**config.mk**
```make
export PLATFORM = sky130hd
export DESIGN_NAME = bim_front
export DESIGN_NICKNAME = d
export VERILOG_FILES = /design/src/rtl/bim_pkg.sv /design/src/rtl/bim_front.sv
export SDC_FILE = /design/constraint.sdc
export NUM_CORES = 1
export LEC_CHECK = 0
export BUFFER_PORTS_ARGS = -buffer_cell sky130_fd_sc_hd__buf_2
export CAP_MARGIN = 20
export CORE_ASPECT_RATIO = 2
export CORE_UTILIZATION = 45
export CTS_CLUSTER_SIZE = 20
export DETAILED_ROUTE_END_ITERATION = 6
export GPL_TIMING_DRIVEN = 0
export PLACE_DENSITY = 0.7
export SETUP_SLACK_MARGIN = 0.5
export SKIP_CTS_REPAIR_TIMING = 1
export SYNTH_ARGS = -nofsm -noshare
export SYNTH_HDL_FRONTEND = slang
export SYNTH_SLANG_ARGS = --single-unit
```
**constraint.sdc**
```tcl
create_clock -name clk_i -period 3.9 [get_ports clk_i]
set_input_delay 0.975 -clock clk_i [delete_from_list [all_inputs] [get_ports clk_i]]
set_output_delay 0.975 -clock clk_i [all_outputs]
set_load 0.03 [all_outputs]
```
**src/rtl/bim_pkg.sv**
```systemverilog
// bim_pkg: shared types and codes for the box IoU best-match block.
// No dependencies.
package bim_pkg;

  typedef enum logic [1:0] {
    OP_CLEAR  = 2'd0,
    OP_APPEND = 2'd1,
    OP_QUERY  = 2'd2,
    OP_NOP    = 2'd3
  } op_e;

  localparam logic [1:0] ST_OK   = 2'd0;
  localparam logic [1:0] ST_FULL = 2'd1;
  localparam logic [1:0] ST_NONE = 2'd2;

  localparam int ID_BITS   = 8;
  localparam int IOU_BITS  = 17;
  localparam int FRAC_BITS = 16;

  typedef enum logic [3:0] {
    S_IDLE,
    S_DEC,
    S_QA,
    S_RD,
    S_OV,
    S_MUL,
    S_UNI,
    S_XM,
    S_CMP,
    S_DIV,
    S_OUT
  } state_e;

endpackage

```
**src/rtl/bim_front.sv**
```systemverilog
// bim_front: input channel and two-entry item queue; decodes the op field.
// Depends on bim_pkg.
module bim_front #(
  parameter int CoordBits = 12
) (
  input  logic                          clk_i,
  input  logic                          rst_ni,
  input  logic                          in_valid_i,
  output logic                          in_ready_o,
  input  logic [1:0]                    op_i,
  input  logic [bim_pkg::ID_BITS-1:0]   box_id_i,
  input  logic [CoordBits-1:0]          x_min_i,
  input  logic [CoordBits-1:0]          y_min_i,
  input  logic [CoordBits-1:0]          x_max_i,
  input  logic [CoordBits-1:0]          y_max_i,
  output logic                          item_valid_o,
  input  logic                          item_ready_i,
  output bim_pkg::op_e                  item_op_o,
  output logic [bim_pkg::ID_BITS-1:0]   item_id_o,
  output logic [4*CoordBits-1:0]        item_box_o
);

  localparam int EW = 2 + bim_pkg::ID_BITS + 4 * CoordBits;

  logic [EW-1:0] fifo_q [2];
  logic          wr_ptr_q, wr_ptr_d, rd_ptr_q, rd_ptr_d;
  logic [1:0]    cnt_q, cnt_d;
  logic          push, pop;
  logic [EW-1:0] rd_ent;

  assign in_ready_o   = (cnt_q != 2'd2);
  assign item_valid_o = (cnt_q != 2'd0);
  assign push         = in_valid_i && in_ready_o;
  assign pop          = item_valid_o && item_ready_i;

  assign rd_ent     = fifo_q[rd_ptr_q];
  assign item_op_o  = bim_pkg::op_e'(rd_ent[EW-1 -: 2]);
  assign item_id_o  = rd_ent[4*CoordBits +: bim_pkg::ID_BITS];
  assign item_box_o = rd_ent[4*CoordBits-1:0];

  always_comb begin
    wr_ptr_d = push ? ~wr_ptr_q : wr_ptr_q;
    rd_ptr_d = pop ? ~rd_ptr_q : rd_ptr_q;
    cnt_d    = cnt_q + {1'b0, push} - {1'b0, pop};
  end

  always_ff @(posedge clk_i or negedge rst_ni) begin
    if (!rst_ni) begin
      wr_ptr_q <= 1'b0;
      rd_ptr_q <= 1'b0;
      cnt_q    <= 2'd0;
    end else begin
      wr_ptr_q <= wr_ptr_d;
      rd_ptr_q <= rd_ptr_d;
      cnt_q    <= cnt_d;
    end
  end

  always_ff @(posedge clk_i) begin
    if (push) begin
      fifo_q[wr_ptr_q] <= {op_i, box_id_i, x_min_i, y_min_i, x_max_i, y_max_i};
    end
  end

endmodule

```
# --- Word level (Yosys, flattened, before mapping) ---
# Memories as Yosys holds them, arrays and structs flattened.
# Cells that the tools add are included.
word_totals:
  register_bits: 4
  mem_bits_rw: 116
  in_bits: 62
  output_inout_bits: 60
  elab_cells: 14
  mem_count: 1
memory_table:
  columns: ["name", "depth", "width", "read_ports", "rd_clocked_by_memory_dff", "write_ports", "line_no", "rtl"]
  rows:
  - ["fifo_q", 2, 58, 1, 0, 1, "bim_front.sv:25", "logic [EW-1:0] fifo_q [2];"]
op_classes:
  n_addsub: 2
  n_eq_ne: 1
  muxes: 2
  bitwise: 2
  n_reduce_logical: 3
op_table:
  columns: ["operator", "count"]
  rows:
  - ["$add A2 B1 Y2", 1]
  - ["$logic_and A1 B1 Y1", 2]
  - ["$mux W1", 2]
  - ["$ne A2 B2 Y1 const B", 1]
  - ["$not A1 Y1", 2]
  - ["$reduce_bool A2 Y1", 1]
  - ["$sub A2 B1 Y2", 1]

# --- Depth between registers and ports, before layout ---
depth:
  ltp_word: 4
  ltp_mapped: 7
  mapped_depth_nobuf: 7

# --- Worst setup path before layout ---
# No wires, ideal clock.
synth_path:
  path_kind: "input -> register"
  from: "in in_valid_i"
  to: "mem fifo_q[0][0] in the netlist's numbering, enable pin"
  setup_ps: 474
  arrival_ps: 3510
  required_time_ps: 3426
  slack_ps: -84
  path_stages: 2
  path_buffers: 0
  cell_sequence: "nand2_1 -> nor2_1"
synth_via:
  elab_chain_cells: 3
synth_lines:
  columns: ["element", "line_no", "rtl"]
  rows:
  - ["from (decl)", "bim_front.sv:8", "input logic in_valid_i,"]
  - ["$logic_and A1 B1 Y1", "bim_front.sv:33", "assign push = in_valid_i && in_ready_o;"]
  - ["$mux W1", "bim_front.sv:60", "if (push) begin"]
  - ["$mux W1 (implied by the code)", "bim_front.sv:61", "fifo_q[wr_ptr_q] <= {op_i, box_id_i, x_min_i, y_min_i, x_max_i, y_max_i};"]
  - ["to (decl)", "bim_front.sv:25", null]
# Every way passes these cells.

# --- Worst setup path in the final report ---
layout_path:
  from: "reg rd_ptr_q"
  to: "out item_id_o[4] in the netlist's numbering"
layout_via:
  elab_chain_cells: 1
layout_lines:
  columns: ["element", "line_no", "rtl"]
  rows:
  - ["from (decl)", "bim_front.sv:26", "logic wr_ptr_q, wr_ptr_d, rd_ptr_q, rd_ptr_d;"]
  - ["from (signal assigned)", "bim_front.sv:54", "rd_ptr_q <= rd_ptr_d;"]
  - ["$mem_v2 Z2 W58", null, null]
  - ["to (decl)", "bim_front.sv:19", "output logic [bim_pkg::ID_BITS-1:0] item_id_o,"]
# Every way passes these cells.

==> summary.txt <==
CTS tree: done
share of cells above drive strength 1: 61.2%
relative slew slack: 43.5%
Post-Layout Cell Count: 483
number of port buffers: 121
Setup CP Type: reg2out
hold violation count in the final report: 0
worst r2r path cells: 4
Clk pwr share: 29.5%
global placement routability congestion: 0.666
number of fill cells: 708
number of max-cap violations: 0
Setup crit end: item_id_o[4]
part of the power in registers: 36.3%
DP HPWL: 5.32 mm
via/cell ratio: 4.70
flops & latches, synth: 120
leak pwr: 2.24 nW
clock-pin slew on the worst setup and hold paths: 50 ps
Worst Path Required: 2920 ps
Slew @ Worst Pin: 845 ps
status: complete, no violations
pwr dens: 872 nW/um^2
cell-internal power: 3.40 mW
critical path endpoint category: primary output
synthesized area per cell: 22.4 sq um
highest clock rate: 0.378 GHz
standard-cell rows: 50
GRT Resource Usage Total: 16.4%
vias in the first global route: 2512
Placed Instances: 451
Crit. Startpoint: rd_ptr_q
final wirelength: 7.84 mm
Sequential Area: 3580 sq um
Synth Cell Area: 4430 sq um
RSZ-0062 raised after global routing: false
IO Pins: 122
total negative slack: 0 ps
Critical Path Fanout Max: 10
final setup fails: 0
nets: 404
R2R setup slack: 1930 ps
synth warn: 0
initial core utilization: 46.9%
Die Wd: 72.1 um
CTS buffer count: 17
Tot Pwr: 5.07 mW
Die Ht: 142 um
initial DRC count: 96
area grow syn2layout: 31.4%
Hold Path Class: in2async
diode count: 0
root buf cell: clkbuf_16
Net Sw Power: 1.68 mW
worst setup skew after layout: 9.85 ps
largest net degree at the start of global routing: 33
Worst Hold Slack: 380 ps
VDD IR max: 955 uV
sw frac: 33.0%
first-pass GRT wire length: 11.9 mm
fin crit period: 2650 ps
CTS max path bufs: 2
Final Cycle Share: 67.9%
antenna viol nets, final: 0
Routed WL per cell: 16.2 um
gr ovfl total: 0
core area: 9450 sq um
post-synthesis sequential area ratio: 80.9%
DRT Pass-1 Iters: 4
via count: 2272
DRC violations left: 0
final core utilization: 61.6%
reg-to-reg critical path startpoint: cnt_q[0]
post-synth net total: 262
DIE AREA: 10300 sq um
Clk Latency, worst-skew pair: 400 ps
area of the multi-input gates: 792 sq um
initial antenna violation count: 0
Worst setup SP type: flop
reg2reg end: fifo_q[0][10]
unique cell type count in the Yosys netlist: 17
fin. max-slew vios: 0
CTS Sinks: 120
Worst Path Arrival: 1670 ps
post-synthesis cell count: 198
Comb pwr share: 34.3%
H-tree Lvls: 4
==> cell usage after synthesis <==
cell type    n  area share (%)
buf_2        4            0.45
xor2_1       1            0.20
buf_8        1            0.34
edfxtp_1   116              79
nand2_1      1           0.085
mux2_4      10             3.4
inv_1        1           0.085
buf_6        2            0.51
dfrtp_1      4             2.3
xnor2_1      3            0.59
and2_1       1            0.14
nor2_1       1           0.085
nand2b_1     1            0.14
or2_2        1            0.14
ha_1         2            0.57
mux2_2      48              12
and3_1       1            0.14
==> stage by stage <==
stage          cell area [sq um]  worst slack [ps]
2_1_floorplan               4430               884
3_3_place_gp                5200              33.0
3_5_place_dp                5250              1370
4_1_cts                     5820              1230
5_1_grt                     5820              1160
6_report                    5820              1250
==> cell families (layout without fill, tap and decap cells) <==
group / count (synthesis) / count (layout) / share of synthesized area [%]
xor gates and xnor gates: 4 / 4 / 0.791
adders and majority gates: 2 / 2 / 0.565
buffers and inverters: 8 / 163 / 1.38
DFF: 120 / 120 / 80.9
muxes: 58 / 58 / 15.6
and+or+nand+nor: 6 / 6 / 0.735
==> cells in the final DEF, fill, tap and decap left out <==
cell and instances:
buf_2 125, edfxtp_1 116, mux2_2 48, clkbuf_16 17, mux2_4 10, clkbuf_1 5
dfrtp_1 4, xnor2_1 3, clkinv_2 3, bufinv_16 3, buf_6 2, ha_1 2
clkinv_1 2, clkinvlp_4 2, buf_12 2, or2_2 1, and2_1 1, nand2b_1 1
nand2_1 1, inv_1 1, buf_8 1, and3_2 1, nor2_4 1, xor2_1 1
==> worst min path at each step <==
stage	from	endpoint	slack, ps	cells after the start
detailed placement	cnt_q[0]	cnt_q[0]	540	1
CTS	rst_ni	rd_ptr_q	360	1
floorplan	wr_ptr_q	wr_ptr_q	480	1
global route	rst_ni	rd_ptr_q	370	1
finish	rst_ni	cnt_q[0]	380	1
global placement	cnt_q[0]	cnt_q[0]	500	1
==> worst max-delay path, cell delays in order, from the launching register on <==
cell     delay, ps
dfrtp_1        330
buf_6          110
buf_2          270
mux2_2         380
buf_2          190
==> power groups by stage <==
stage | clock network (mW) | registers, mW | logic, mW
2_1_floorplan | 0 | 1.85 | 1.29
3_3_place_gp | 0 | 1.87 | 1.71
3_5_place_dp | 0 | 1.87 | 1.76
4_1_cts | 1.53 | 1.84 | 1.77
5_1_grt | 1.58 | 1.86 | 1.84
6_report | 1.49 | 1.84 | 1.74
==> layout make-up <==
cell class                 instances  share of cell area (%)
sequential                       120                    61.6
multi-input combinational         70                    13.6
timing repair buffer             123                    11.1
clock buffer                      22                    7.64
tap                              130                    2.80
clock inverter                    10                    2.19
buffer                             7                   0.989
inverter                           1                  0.0645
==> flip-flops by register name, indices dropped and copies added, names as in the netlist <==
| register | count |
|---|---|
| fifo_q | 116 |
| wr_ptr_q | 1 |
| rd_ptr_q | 1 |
| cnt_q | 2 |
==> routing by layer <==
layer  share of wire (%)  track usage (%)  vias up  wire length (um)
li1                    -                -     1067                 -
met1                  33             14.6     1126              2620
met2                  60             30.9       70              4740
met3                 4.1             5.10        9               322
met4                 2.0             9.29        0               156
met5                   0                0        -                 0
Note: power is estimated with default switching activity, not from simulation.
